[src/design/nsd_pkg.sv]
// shared types and constants for the netpbm stream decoder
package nsd_pkg;

	localparam int MaxWidth  = 4096;
	localparam int MaxHeight = 4096;

	localparam logic [16:0] ACC_MAX = 17'h1FFFF;

	localparam logic [1:0] KIND_HEADER = 2'd0;
	localparam logic [1:0] KIND_PIXEL  = 2'd1;
	localparam logic [1:0] KIND_ERROR  = 2'd2;

	localparam logic [2:0] ERR_NONE   = 3'd0;
	localparam logic [2:0] ERR_MAGIC  = 3'd1;
	localparam logic [2:0] ERR_HDRVAL = 3'd2;
	localparam logic [2:0] ERR_LARGE  = 3'd3;
	localparam logic [2:0] ERR_TRUNC  = 3'd4;
	localparam logic [2:0] ERR_CHAR   = 3'd5;
	localparam logic [2:0] ERR_SHORT  = 3'd6;

	// job queued from front to back
	typedef struct packed {
		logic [7:0] byte_value;
		logic       end_of_file;
	} job_t;

	// result item
	typedef struct packed {
		logic       last_pixel;
		logic [2:0] error_code;
		logic [2:0] format_code;
		logic [12:0] image_height;
		logic [12:0] image_width;
		logic [7:0] blue;
		logic [7:0] green;
		logic [7:0] red;
		logic [1:0] item_kind;
	} result_t;

	localparam int ResultBits = $bits(result_t);

endpackage

[src/design/netpbm_stream_decoder.sv]
// top level of the netpbm stream decoder
//
// channel | dir | tdata fields (low bit up)                         | tuser
// s_axis  | in  | byte_value[7:0]                                   | -
//         |     | tlast = end_of_file                               |
// m_axis  | out | red, green, blue, image_width, image_height,      | item_kind
//         |     | format_code, error_code, last_pixel (pad to 64)   |
//
// a byte passes through the front queue and then the back part
// a p4 byte expands to up to eight pixels, one per cycle unless output stalls
// a p2 or p3 sample runs a shift-subtract divide by maxval on the byte that
// ends it; a p1 sample makes the parser look at that byte again
// end of file passes an extra end state, and a check state as well when a
// number completes on the last byte, plus the divide for a p2 or p3 sample
// reset clears the queue and the parser to expect magic letter
// a stalled output register holds the parser; the input queue keeps filling
module netpbm_stream_decoder import nsd_pkg::*; (
	input  logic        clk,
	input  logic        arst_n,
	input  logic        s_axis_tvalid,
	output logic        s_axis_tready,
	input  logic [7:0]  s_axis_tdata,   // byte_value
	input  logic        s_axis_tlast,   // end_of_file
	output logic        m_axis_tvalid,
	input  logic        m_axis_tready,
	output logic [63:0] m_axis_tdata,   // red, green, blue, image_width, image_height,
	                                    // format_code, error_code, last_pixel, zero pad
	output logic [1:0]  m_axis_tuser    // item_kind
);

	job_t    in_job, q_job;
	logic    q_valid, q_ready;
	result_t res;

	assign in_job.byte_value  = s_axis_tdata;
	assign in_job.end_of_file = s_axis_tlast;

	// front: byte queue
	nsd_front u_front (
		.clk(clk), .arst_n(arst_n),
		.in_valid(s_axis_tvalid), .in_ready(s_axis_tready), .in_job(in_job),
		.q_valid(q_valid), .q_ready(q_ready), .q_job(q_job)
	);

	// back: parser, pixel expansion and result register
	nsd_back u_back (
		.clk(clk), .arst_n(arst_n),
		.q_valid(q_valid), .q_ready(q_ready), .q_job(q_job),
		.res_valid(m_axis_tvalid), .res_ready(m_axis_tready), .res(res)
	);

	assign m_axis_tuser = res.item_kind;
	assign m_axis_tdata = {7'd0, res.last_pixel, res.error_code, res.format_code,
		res.image_height, res.image_width, res.blue, res.green, res.red};

endmodule

[src/design/nsd_front.sv]
// input stage: takes bytes and queues them for the parser
module nsd_front import nsd_pkg::*; (
	input  logic       clk,
	input  logic       arst_n,
	input  logic       in_valid,
	output logic       in_ready,
	input  job_t       in_job,
	output logic       q_valid,
	input  logic       q_ready,
	output job_t       q_job
);

	job_t       mem_q [4];
	logic [1:0] wr_q, rd_q;
	logic [2:0] cnt_q;
	logic       push, pop;

	assign in_ready = (cnt_q != 3'd4);
	assign push     = in_valid && in_ready;
	assign q_valid  = (cnt_q != 3'd0);
	assign pop      = q_valid && q_ready;
	assign q_job    = mem_q[rd_q];

	always_ff @(posedge clk) begin
		if (push) mem_q[wr_q] <= in_job;
	end

	always_ff @(posedge clk or negedge arst_n) begin
		if (!arst_n) begin
			wr_q  <= 2'd0;
			rd_q  <= 2'd0;
			cnt_q <= 3'd0;
		end else begin
			if (push) wr_q <= wr_q + 2'd1;
			if (pop)  rd_q <= rd_q + 2'd1;
			cnt_q <= cnt_q + {2'b00, push} - {2'b00, pop};
		end
	end

	a_no_overflow: assert property (@(posedge clk) disable iff (!arst_n)
		cnt_q <= 3'd4) else $error("queue count overflow");
	a_pop_nonempty: assert property (@(posedge clk) disable iff (!arst_n)
		pop |-> cnt_q != 3'd0) else $error("pop on empty queue");
	a_cnt_track: assert property (@(posedge clk) disable iff (!arst_n)
		(push && !pop) |=> cnt_q == $past(cnt_q) + 3'd1) else $error("count slip");

endmodule

[src/design/nsd_divider.sv]
// sequential restoring divider for ascii sample scaling
module nsd_divider import nsd_pkg::*; (
	input  logic        clk,
	input  logic        arst_n,
	input  logic        start,
	input  logic [24:0] dividend,
	input  logic [15:0] divisor,
	output logic        busy,
	output logic [7:0]  quotient
);

	logic [24:0] quo_q;
	logic [16:0] rem_q;
	logic [15:0] div_q;
	logic [4:0]  step_q;
	logic [17:0] trial;
	logic [16:0] shifted;

	assign busy     = (step_q != 5'd0);
	assign quotient = quo_q[7:0];
	assign shifted  = {rem_q[15:0], quo_q[24]};
	assign trial    = {1'b0, shifted} - {2'b00, div_q};

	always_ff @(posedge clk or negedge arst_n) begin
		if (!arst_n) begin
			step_q <= 5'd0;
		end else if (start) begin
			step_q <= 5'd25;
		end else if (busy) begin
			step_q <= step_q - 5'd1;
		end
	end

	always_ff @(posedge clk) begin
		if (start) begin
			quo_q <= dividend;
			rem_q <= 17'd0;
			div_q <= (divisor == 16'd0) ? 16'd1 : divisor;
		end else if (busy) begin
			if (!trial[17]) begin
				rem_q <= trial[16:0];
				quo_q <= {quo_q[23:0], 1'b1};
			end else begin
				rem_q <= shifted;
				quo_q <= {quo_q[23:0], 1'b0};
			end
		end
	end

endmodule

[src/design/nsd_back.sv]
// parser and pixel generator
module nsd_back import nsd_pkg::*; (
	input  logic    clk,
	input  logic    arst_n,
	input  logic    q_valid,
	output logic    q_ready,
	input  job_t    q_job,
	output logic    res_valid,
	input  logic    res_ready,
	output result_t res
);

	typedef enum logic [5:0] {
		ST_MAGIC_P = 6'b000001,
		ST_MAGIC_D = 6'b000010,
		ST_HEADER  = 6'b000100,
		ST_DATA    = 6'b001000,
		ST_DONE    = 6'b010000,
		ST_ERROR   = 6'b100000
	} phase_t;

	// sequencer steps for one job
	typedef enum logic [6:0] {
		SQ_IDLE   = 7'b0000001,
		SQ_P4     = 7'b0000010,
		SQ_DIV    = 7'b0000100,
		SQ_EOF    = 7'b0001000,
		SQ_EOFDIV = 7'b0010000,
		SQ_EOFCHK = 7'b0100000,
		SQ_HDRDAT = 7'b1000000
	} seq_t;

	phase_t      phase_q;
	seq_t        seq_q;
	logic [2:0]  fmt_q;
	logic [1:0]  fidx_q;
	logic [16:0] acc_q;
	logic        innum_q, incom_q;
	logic [12:0] w_q, h_q, col_q, row_q;
	logic [15:0] maxv_q;
	logic [1:0]  comp_q;
	logic [7:0]  hr_q, hg_q, byte_q;
	logic [2:0]  seen_q;
	logic [3:0]  bit_q, nbit_q;
	logic        eof_q;

	logic    out_full_q;
	result_t out_q;

	logic        div_start, div_busy;
	logic [24:0] div_num;
	logic [7:0]  div_quo;

	nsd_divider u_div (
		.clk(clk), .arst_n(arst_n), .start(div_start), .dividend(div_num),
		.divisor(maxv_q), .busy(div_busy), .quotient(div_quo)
	);

	assign res_valid = out_full_q;
	assign res       = out_q;

	logic can_emit;
	assign can_emit = !out_full_q || res_ready;
	assign q_ready  = (seq_q == SQ_IDLE) && can_emit;

	function automatic logic is_ws(input logic [7:0] c);
		return c == 8'h20 || c == 8'h09 || c == 8'h0A || c == 8'h0D;
	endfunction
	function automatic logic is_dig(input logic [7:0] c);
		return c >= 8'h30 && c <= 8'h39;
	endfunction
	function automatic logic [16:0] acc_next(input logic [16:0] a, input logic [7:0] c);
		logic [20:0] t;
		t = {a, 3'b000} + {3'b000, a, 1'b0} + {17'd0, c[3:0]};
		return (t > {4'd0, ACC_MAX}) ? ACC_MAX : t[16:0];
	endfunction

	// combinational next-state for one pass
	phase_t      n_phase;
	seq_t        n_seq;
	logic [2:0]  n_fmt;
	logic [1:0]  n_fidx;
	logic [16:0] n_acc;
	logic        n_innum, n_incom;
	logic [12:0] n_w, n_h, n_col, n_row;
	logic [15:0] n_maxv;
	logic [1:0]  n_comp;
	logic [7:0]  n_hr, n_hg, n_byte;
	logic [2:0]  n_seen;
	logic [3:0]  n_bit, n_nbit;
	logic        n_eof;
	logic        emit;
	result_t     e;
	logic        do_rst;

	logic [7:0]  c;
	logic [16:0] flim;
	logic [12:0] rem_cols;
	logic        pix_last;

	always_comb begin
		n_phase = phase_q; n_seq = seq_q; n_fmt = fmt_q; n_fidx = fidx_q;
		n_acc = acc_q; n_innum = innum_q; n_incom = incom_q;
		n_w = w_q; n_h = h_q; n_col = col_q; n_row = row_q; n_maxv = maxv_q;
		n_comp = comp_q; n_hr = hr_q; n_hg = hg_q; n_byte = byte_q;
		n_seen = seen_q; n_bit = bit_q; n_nbit = nbit_q; n_eof = eof_q;
		emit = 1'b0; e = '0; do_rst = 1'b0;
		div_start = 1'b0; div_num = '0;
		c = byte_q; flim = 17'd65535; rem_cols = '0; pix_last = 1'b0;
		e.format_code = fmt_q;

		case (seq_q)
			SQ_IDLE: begin
				if (q_valid && can_emit) begin
					c = q_job.byte_value;
					n_byte = c;
					n_eof = q_job.end_of_file;
					if (seen_q != 3'd7) n_seen = seen_q + 3'd1;
					n_seq = q_job.end_of_file ? SQ_EOF : SQ_IDLE;
					case (phase_q)
						ST_MAGIC_P: begin
							if (c == 8'h50) n_phase = ST_MAGIC_D;
							else begin
								emit = 1'b1; e.item_kind = KIND_ERROR;
								e.error_code = ERR_MAGIC; n_phase = ST_ERROR;
							end
						end
						ST_MAGIC_D: begin
							if (c >= 8'h31 && c <= 8'h36) begin
								n_fmt = c[2:0]; n_phase = ST_HEADER;
							end else begin
								emit = 1'b1; e.item_kind = KIND_ERROR;
								e.error_code = ERR_MAGIC; n_phase = ST_ERROR;
							end
						end
						ST_HEADER: begin
							if (incom_q) begin
								if (c == 8'h0A) n_incom = 1'b0;
							end else if (innum_q && is_dig(c)) begin
								n_acc = acc_next(acc_q, c);
							end else if (innum_q) begin
								// finish a header field
								n_innum = 1'b0; n_acc = '0;
								flim = (fidx_q == 2'd0) ? 17'(MaxWidth) :
								       (fidx_q == 2'd1) ? 17'(MaxHeight) : 17'd65535;
								if (acc_q == 17'd0 || acc_q > flim) begin
									emit = 1'b1; e.item_kind = KIND_ERROR;
									e.error_code = (acc_q == 17'd0) ? ERR_HDRVAL : ERR_LARGE;
									n_phase = ST_ERROR;
								end else begin
									if (fidx_q == 2'd0) n_w = acc_q[12:0];
									else if (fidx_q == 2'd1) n_h = acc_q[12:0];
									else n_maxv = acc_q[15:0];
									n_fidx = fidx_q + 2'd1;
									if (fidx_q == 2'd2 ||
									    (fidx_q == 2'd1 && (fmt_q == 3'd1 || fmt_q == 3'd4))) begin
										if (fmt_q == 3'd1 || fmt_q == 3'd4) n_maxv = 16'd1;
										emit = 1'b1; e.item_kind = KIND_HEADER;
										e.image_width  = (fidx_q == 2'd0) ? acc_q[12:0] : w_q;
										e.image_height = (fidx_q == 2'd1) ? acc_q[12:0] : h_q;
										n_phase = ST_DATA; n_col = '0; n_row = '0;
										n_comp = '0;
										// a non-terminator byte is the first data byte
										if (!(c == 8'h20 || c == 8'h0A || c == 8'h0D))
											n_seq = SQ_HDRDAT;
									end else if (is_ws(c)) begin
									end else if (c == 8'h23) n_incom = 1'b1;
									else if (is_dig(c)) begin
										n_innum = 1'b1; n_acc = {13'd0, c[3:0]};
									end else begin
										emit = 1'b1; e.item_kind = KIND_ERROR;
										e.error_code = ERR_HDRVAL; n_phase = ST_ERROR;
									end
								end
							end else if (is_ws(c)) begin
							end else if (c == 8'h23) n_incom = 1'b1;
							else if (is_dig(c)) begin
								n_innum = 1'b1; n_acc = {13'd0, c[3:0]};
							end else begin
								emit = 1'b1; e.item_kind = KIND_ERROR;
								e.error_code = ERR_HDRVAL; n_phase = ST_ERROR;
							end
						end
						ST_DATA: begin
							n_seq = SQ_HDRDAT;
						end
						default: ;
					endcase
				end
			end
			SQ_HDRDAT: begin
				// data byte handling, one result at most per cycle
				if (can_emit) begin
					n_seq = eof_q ? SQ_EOF : SQ_IDLE;
					pix_last = (row_q + 13'd1 == h_q) && (col_q + 13'd1 == w_q);
					case (fmt_q)
						3'd6: begin
							if (comp_q == 2'd0) begin n_hr = c; n_comp = 2'd1; end
							else if (comp_q == 2'd1) begin n_hg = c; n_comp = 2'd2; end
							else begin
								n_comp = 2'd0; emit = 1'b1; e.item_kind = KIND_PIXEL;
								e.red = hr_q; e.green = hg_q; e.blue = c;
							end
						end
						3'd5: begin
							emit = 1'b1; e.item_kind = KIND_PIXEL;
							e.red = c; e.green = c; e.blue = c;
						end
						3'd4: begin
							rem_cols = w_q - col_q;
							n_nbit = (rem_cols > 13'd8) ? 4'd8 : rem_cols[3:0];
							n_bit = 4'd0;
							n_seq = SQ_P4;
						end
						default: begin
							if (incom_q) begin
								if (c == 8'h0A) n_incom = 1'b0;
							end else if (innum_q && is_dig(c)) begin
								n_acc = acc_next(acc_q, c);
							end else if (innum_q) begin
								n_innum = 1'b0;
								if (fmt_q == 3'd1) begin
									emit = 1'b1; e.item_kind = KIND_PIXEL;
									e.red = (acc_q != 0) ? 8'd0 : 8'd255;
									e.green = e.red; e.blue = e.red;
									n_acc = '0;
									// look at the byte that ended the number again
									if (!pix_last) n_seq = SQ_HDRDAT;
								end else begin
									div_start = 1'b1;
									div_num = {acc_q, 8'd0} - {8'd0, acc_q};
									n_acc = '0;
									n_seq = SQ_DIV;
								end
							end else if (is_ws(c)) begin
							end else if (c == 8'h23) n_incom = 1'b1;
							else if (is_dig(c)) begin
								n_innum = 1'b1; n_acc = {13'd0, c[3:0]};
							end else begin
								emit = 1'b1; e.item_kind = KIND_ERROR;
								e.error_code = ERR_CHAR; n_phase = ST_ERROR;
							end
						end
					endcase
				end
			end
			SQ_P4: begin
				if (can_emit) begin
					if (bit_q == nbit_q || phase_q != ST_DATA) begin
						n_seq = eof_q ? SQ_EOF : SQ_IDLE;
					end else begin
						pix_last = (row_q + 13'd1 == h_q) && (col_q + 13'd1 == w_q);
						emit = 1'b1; e.item_kind = KIND_PIXEL;
						e.red = byte_q[3'd7 - bit_q[2:0]] ? 8'd0 : 8'd255;
						e.green = e.red; e.blue = e.red;
						n_bit = bit_q + 4'd1;
					end
				end
			end
			SQ_DIV, SQ_EOFDIV: begin
				if (!div_busy && !div_start && can_emit) begin
					if (fmt_q == 3'd2) begin
						pix_last = (row_q + 13'd1 == h_q) && (col_q + 13'd1 == w_q);
						emit = 1'b1; e.item_kind = KIND_PIXEL;
						e.red = div_quo; e.green = div_quo; e.blue = div_quo;
					end else if (comp_q == 2'd0) begin n_hr = div_quo; n_comp = 2'd1; end
					else if (comp_q == 2'd1) begin n_hg = div_quo; n_comp = 2'd2; end
					else begin
						pix_last = (row_q + 13'd1 == h_q) && (col_q + 13'd1 == w_q);
						n_comp = 2'd0; emit = 1'b1; e.item_kind = KIND_PIXEL;
						e.red = hr_q; e.green = hg_q; e.blue = div_quo;
					end
					if (seq_q == SQ_EOFDIV) n_seq = SQ_EOFCHK;
					else if (phase_q != ST_DATA || pix_last) n_seq = eof_q ? SQ_EOF : SQ_IDLE;
					else begin
						// continue with the byte that ended the number
						n_seq = SQ_HDRDAT; n_innum = 1'b0;
					end
				end
			end
			SQ_EOF: begin
				if (can_emit) begin
					n_seq = SQ_IDLE; do_rst = 1'b1;
					if (phase_q == ST_ERROR) ;
					else if (seen_q < 3'd7) begin
						emit = 1'b1; e.item_kind = KIND_ERROR; e.error_code = ERR_SHORT;
					end else if (phase_q == ST_HEADER) begin
						flim = (fidx_q == 2'd0) ? 17'(MaxWidth) :
						       (fidx_q == 2'd1) ? 17'(MaxHeight) : 17'd65535;
						emit = 1'b1; e.item_kind = KIND_ERROR;
						if (innum_q && acc_q == 17'd0) e.error_code = ERR_HDRVAL;
						else if (innum_q && acc_q > flim) e.error_code = ERR_LARGE;
						else if (innum_q && (fidx_q == 2'd2 ||
						         (fidx_q == 2'd1 && (fmt_q == 3'd1 || fmt_q == 3'd4)))) begin
							// header completes on the last byte, then data is missing
							e.item_kind = KIND_HEADER;
							e.image_width  = (fidx_q == 2'd0) ? acc_q[12:0] : w_q;
							e.image_height = (fidx_q == 2'd1) ? acc_q[12:0] : h_q;
							do_rst = 1'b0; n_seq = SQ_EOFCHK;
							n_phase = ST_DATA; n_innum = 1'b0;
						end else e.error_code = ERR_HDRVAL;
					end else if (phase_q == ST_DATA) begin
						if (innum_q && fmt_q <= 3'd3) begin
							n_innum = 1'b0; do_rst = 1'b0;
							if (fmt_q == 3'd1) begin
								pix_last = (row_q + 13'd1 == h_q) && (col_q + 13'd1 == w_q);
								emit = 1'b1; e.item_kind = KIND_PIXEL;
								e.red = (acc_q != 0) ? 8'd0 : 8'd255;
								e.green = e.red; e.blue = e.red;
								n_seq = SQ_EOFCHK;
							end else begin
								div_start = 1'b1;
								div_num = {acc_q, 8'd0} - {8'd0, acc_q};
								n_seq = SQ_EOFDIV;
							end
						end else begin
							emit = 1'b1; e.item_kind = KIND_ERROR; e.error_code = ERR_TRUNC;
						end
					end else if (phase_q != ST_DONE) begin
						emit = 1'b1; e.item_kind = KIND_ERROR; e.error_code = ERR_SHORT;
					end
				end
			end
			SQ_EOFCHK: begin
				if (can_emit) begin
					n_seq = SQ_IDLE; do_rst = 1'b1;
					if (phase_q == ST_DATA) begin
						emit = 1'b1; e.item_kind = KIND_ERROR; e.error_code = ERR_TRUNC;
					end
				end
			end
			default: n_seq = SQ_IDLE;
		endcase

		// pixel bookkeeping
		if (emit && e.item_kind == KIND_PIXEL) begin
			e.last_pixel = pix_last;
			if (col_q + 13'd1 >= w_q) begin n_col = '0; n_row = row_q + 13'd1; end
			else n_col = col_q + 13'd1;
			if (pix_last) n_phase = ST_DONE;
		end
		if (emit && e.item_kind == KIND_ERROR) n_phase = ST_ERROR;

		if (do_rst) begin
			n_phase = ST_MAGIC_P; n_fmt = '0; n_fidx = '0; n_acc = '0;
			n_innum = 1'b0; n_incom = 1'b0; n_w = '0; n_h = '0; n_maxv = 16'd1;
			n_col = '0; n_row = '0; n_comp = '0; n_hr = '0; n_hg = '0;
			n_seen = '0; n_eof = 1'b0;
		end
	end

	always_ff @(posedge clk or negedge arst_n) begin
		if (!arst_n) begin
			phase_q <= ST_MAGIC_P; seq_q <= SQ_IDLE; fmt_q <= '0; fidx_q <= '0;
			acc_q <= '0; innum_q <= 1'b0; incom_q <= 1'b0; w_q <= '0; h_q <= '0;
			col_q <= '0; row_q <= '0; maxv_q <= 16'd1; comp_q <= '0;
			hr_q <= '0; hg_q <= '0; byte_q <= '0; seen_q <= '0;
			bit_q <= '0; nbit_q <= '0; eof_q <= 1'b0; out_full_q <= 1'b0;
		end else begin
			phase_q <= n_phase; seq_q <= n_seq; fmt_q <= n_fmt; fidx_q <= n_fidx;
			acc_q <= n_acc; innum_q <= n_innum; incom_q <= n_incom; w_q <= n_w;
			h_q <= n_h; col_q <= n_col; row_q <= n_row; maxv_q <= n_maxv;
			comp_q <= n_comp; hr_q <= n_hr; hg_q <= n_hg; byte_q <= n_byte;
			seen_q <= n_seen; bit_q <= n_bit; nbit_q <= n_nbit; eof_q <= n_eof;
			if (emit) out_full_q <= 1'b1;
			else if (res_ready) out_full_q <= 1'b0;
		end
	end

	always_ff @(posedge clk) begin
		if (emit) out_q <= e;
	end

	a_emit_room: assert property (@(posedge clk) disable iff (!arst_n)
		emit |-> can_emit) else $error("result overwritten");
	a_take_idle: assert property (@(posedge clk) disable iff (!arst_n)
		q_ready |-> seq_q == SQ_IDLE) else $error("job taken while busy");
	a_err_phase: assert property (@(posedge clk) disable iff (!arst_n)
		(emit && e.item_kind == KIND_ERROR && !do_rst) |=> phase_q == ST_ERROR)
		else $error("error without error phase");

endmodule

[config.mk]
export PLATFORM = sky130hd
export DESIGN_NAME = netpbm_stream_decoder
export DESIGN_NICKNAME = d
export VERILOG_FILES = /design/src/design/nsd_pkg.sv /design/src/design/netpbm_stream_decoder.sv /design/src/design/nsd_front.sv /design/src/design/nsd_divider.sv /design/src/design/nsd_back.sv
export SDC_FILE = /design/constraint.sdc
export NUM_CORES = 1
export LEC_CHECK = 0
export BUFFER_PORTS_ARGS = -buffer_cell sky130_fd_sc_hd__buf_2
export CAP_MARGIN = 20
export CELL_PAD_IN_SITES_DETAIL_PLACEMENT = 2
export CELL_PAD_IN_SITES_GLOBAL_PLACEMENT = 2
export CORE_MARGIN = 2
export CORE_UTILIZATION = 30
export DETAILED_ROUTE_END_ITERATION = 7
export PLACE_DENSITY_LB_ADDON = 0.15
export SLEW_MARGIN = 5
export SYNTH_ARGS = -nofsm -noshare
export SYNTH_HDL_FRONTEND = slang
export SYNTH_SLANG_ARGS = --single-unit
[constraint.sdc]
create_clock -name clk -period 12.4 [get_ports clk]
set_clock_uncertainty 0.2 [all_clocks]
set_input_delay 1.24 -clock clk [delete_from_list [all_inputs] [get_ports clk]]
set_output_delay 1.24 -clock clk [all_outputs]
set_load 0.05 [all_outputs]
==> summary.txt <==
Clock network
  – Post-CTS Setup Bufs: 0
  – Clk buf depth: 3
  – Root buf cell: clkbuf_16
  – CTS resizes: 0
  – Reg clk slew, reported paths: 0.06 ns
  – Clk_lat worst skew: between 0.5 and 0.6 ns
  – CTS buffer count: 40
  – Clk sinks: a little over 300
  – CTS Hold Bufs: 0
  – CTS tree: built
  – CTS H-tree lvls: 2

Synth
  – Synth top area cells: edfxtp_1 (21%), dfrtp_1 (19%), ha_1 (6.5%)
  – Post-synth cell types: between 100 and 150
  – FF+latch count, synth: 308
  – Cell count after synthesis: 2091
  – Post-synth top area cell: edfxtp_1
  – Post-Synth Adder-Cell Area: 7.06%
  – Post-synth top cells: nand2_1 (244), nor2_1 (172), dfrtp_1 (153)
  – Number of synthesized flops with an enable pin: around 140
  – Simple-Gate Fraction of Synth Area: 17.4%
  – Largest family of logic cells by synthesized area: compound AO/OA/AOI/OAI gates
  – Post-synthesis mux area share: roughly 4.7%
  – Synth top area share: about a fifth
  – Most common cell in the netlist: nand2_1
  – Synth Warn #: 0
  – Synth Area in XOR/XNOR: 5.77%
  – Compound-Gate Fraction of Synth Area: between 10% and 20%
  – Avg Inst Size Synth: between 9 and 10 um2
  – Cell Area, Synth: between 0.015 and 0.02 mm2
  – Main synth FF type: dfrtp_1
  – Seq/Total Area, Yosys: between 40% and 50%
  – Synth async-reset ratio: about half

Worst setup path
  – CP Cell Sequence: inv_1, ha_1, nor2_1, inv_1, ha_1, a21o_1, a21o_1, a21oi_1, a21oi_1, or4_1, nand2_2, a21o_2, a21oi_4, buf_4, nor2_1, o21ai_0, a221oi_1
  – Critical path peak fanout: 53
  – Crit Path Category: register to register
  – WP data required: between 10 and 15 ns
  – Largest stage delay on the critical path: 0.78 ns
  – Type of origin of the critical path: register
  – Crit. End Element: register
  – Critical path arrival: between 6 and 7 ns
  – CP max stage cell: ha_1

Final layout
  – Area Growth Syn to Fin: 12.4%
  – Fraction of layout cells with a size suffix above 1: 12.0%
  – Finished Core Util: between 30 and 40%
  – Finished Layout Cells: around 3000
  – # nets final: 2230
  – # fillers: 7152
  – Area of the multi-input gates: ~0.011 mm2
  – Register area: ~0.0083 mm2

GRT
  – Vias in the first global route: around 18000
  – Most Used Layer, Global Route: met2
  – Pin count of the biggest net entering global routing: 85
  – Met3 usage: 2.62%
  – Grt ovf: 0
  – GR Util All Layers: roughly a fifth
  – M2 GR Usage: about a third
  – Grt met1 use: between 20% and 30%
  – First-pass GRT wire length: between 100000 and 150000 um
  – Number of antenna violations at the first check in global routing: 2

Run status
  – Status: finished, final reports clean

Floorplanning
  – Die area: about 0.068 mm2
  – Starting Density: a little under a third
  – Row cnt: 94
  – Die X: approximately 260 um
  – Die height: ~260 um
  – Core ar.: 0.0655 mm2
  – I/O pin cnt: slightly above 80

Timing
  – # setup viols final: 0
  – Period utilisation layout: between 40 and 50%
  – Fmax achieved: 166 MHz
  – Actual slew at the worst max-slew pin: between 1 and 1.5 ns
  – RSZ-0062 raised after global routing: no
  – Final hold vios: 0
  – Hold slack final: roughly 0.28 ns
  – Final min period: 6.04 ns
  – Worst slew margin relative to its limit: between 20% and 30%
  – Post-route setup TNS: 0 ns
  – Slew Viols, Final: 0

Detailed routing
  – Drt pass-1 iters: 5
  – Post-route ant nets: 0
  – DR vias/cell: 5.43
  – Detailed Route WL: ~69000 um
  – Vias: around 16000
  – Initial DRC Count: ~960
  – Post-DR wirelength/cell: around 23 um
  – DRC Markers: 0

Worst hold path
  – Worst hold-check path type: register to register

Place
  – HPWL after DPL: approximately 50000 um
  – DP Cell Count: approximately 2900
  – I/O Buffers: 73
  – Placer congestion estimate: 0.853

Pwr
  – P_leak: about 9.0 nW
  – Peak supply drop: approximately 0.08 mV
  – Power density over the cells: approximately 240 mW/mm2

Flow run
  – Max-Cap Viols: 0
==> final timing paths <==
path,start,end,slack [ns],depth (start not counted)
worst max register to register,u_back.fidx_q[0]$_DFFE_PN0P_,u_back.acc_q[9]$_DFFE_PN0P_,6.36,17
max in group asynchronous,arst_n,u_back.phase_q[0]$_DFF_PN1_,10.09,3
worst min-delay path,u_back.maxv_q[4]$_DFFE_PN0P_,u_back.u_div.div_q[4]$_SDFFCE_PN0P_,0.28,0
min in group asynchronous,arst_n,u_back.col_q[0]$_DFFE_PN0P_,0.52,1
worst min register to register,u_back.maxv_q[4]$_DFFE_PN0P_,u_back.u_div.div_q[4]$_SDFFCE_PN0P_,0.28,0
worst max-delay path,u_back.fidx_q[0]$_DFFE_PN0P_,u_back.acc_q[9]$_DFFE_PN0P_,6.36,17
==> metrics by stage <==
| stage | area, um2 | power [mW] | worst slack, ns |
|---|---|---|---|
| floorplan | 19800 | 3.34 | 7.48 |
| global placement | 20800 | 4.01 | 6.56 |
| detailed placement | 20900 | 4.13 | 6.34 |
| CTS | 22100 | 5.33 | 6.32 |
| global route | 22200 | 5.66 | 5.90 |
| finish | 22200 | 5.27 | 6.36 |
==> flip-flops by register name (all words and copies together), names as in the netlist, 13 cells and up <==
register            count
u_back.acc_q           17
u_back.maxv_q          16
u_back.res             59
u_back.u_div.quo_q     25
u_back.row_q           13
u_back.u_div.div_q     16
u_back.col_q           13
u_back.u_div.rem_q     16
u_back.w_q             13
u_back.h_q             13
u_front.mem_q          36
==> kinds of logic (layout without fill, tap and decap cells) <==
| group | Yosys count | after routing |
|---|---|---|
| fa+ha+maj | 108 | 108 |
| buf+inv | 229 | 271 |
| mux | 77 | 77 |
| flops | 308 | 308 |
| compound gates | 532 | 532 |
| xor+xnor | 128 | 128 |
| other cells | 1 | 8 |
| simple gates | 708 | 708 |
==> worst max-delay path: cells and delay by family (launching register included) <==
kind,cells,cell delay [ns]
compound gates,8,1.59
fa+ha+maj,2,1.13
buf+inv,3,0.98
simple gates,4,1.58
flops,1,0.41
==> power breakdown <==
group	switching (mW)	internal (mW)
sequential	0.359	1.30
clock	0.462	0.698
combinational	1.53	0.919
==> cell type report <==
type	count	area share, %
timing repair buffer	99	2.78
clock inverter	17	0.884
inverter	100	1.69
antenna	1	0.0113
sequential	308	37.4
clock buffer	55	4.90
multi-input combinational	1560	47.5
tap	864	4.86
==> metal layers <==
| layer | routed length (um) | share of wire [%] |
|---|---|---|
| met5 | 13 | 0.019 |
| met4 | 1580 | 2.3 |
| met3 | 2010 | 2.9 |
| met2 | 33500 | 48 |
| met1 | 32400 | 47 |
==> cell usage in the layout (no fill, tap or decap), types with 41 or more instances in the layout <==
| master | instances |
|---|---|
| nand3_1 | 57 |
| nor3_1 | 43 |
| dfrtp_1 | 153 |
| xor2_1 | 46 |
| inv_1 | 95 |
| ha_1 | 102 |
| a21oi_1 | 116 |
| nand2_1 | 244 |
| o21ai_0 | 131 |
| edfxtp_1 | 136 |
| nor2_1 | 172 |
| clkbuf_16 | 41 |
| xnor2_1 | 81 |
| mux2i_1 | 46 |
| buf_2 | 72 |
No activity file was read; power rests on OpenSTA's default activity.
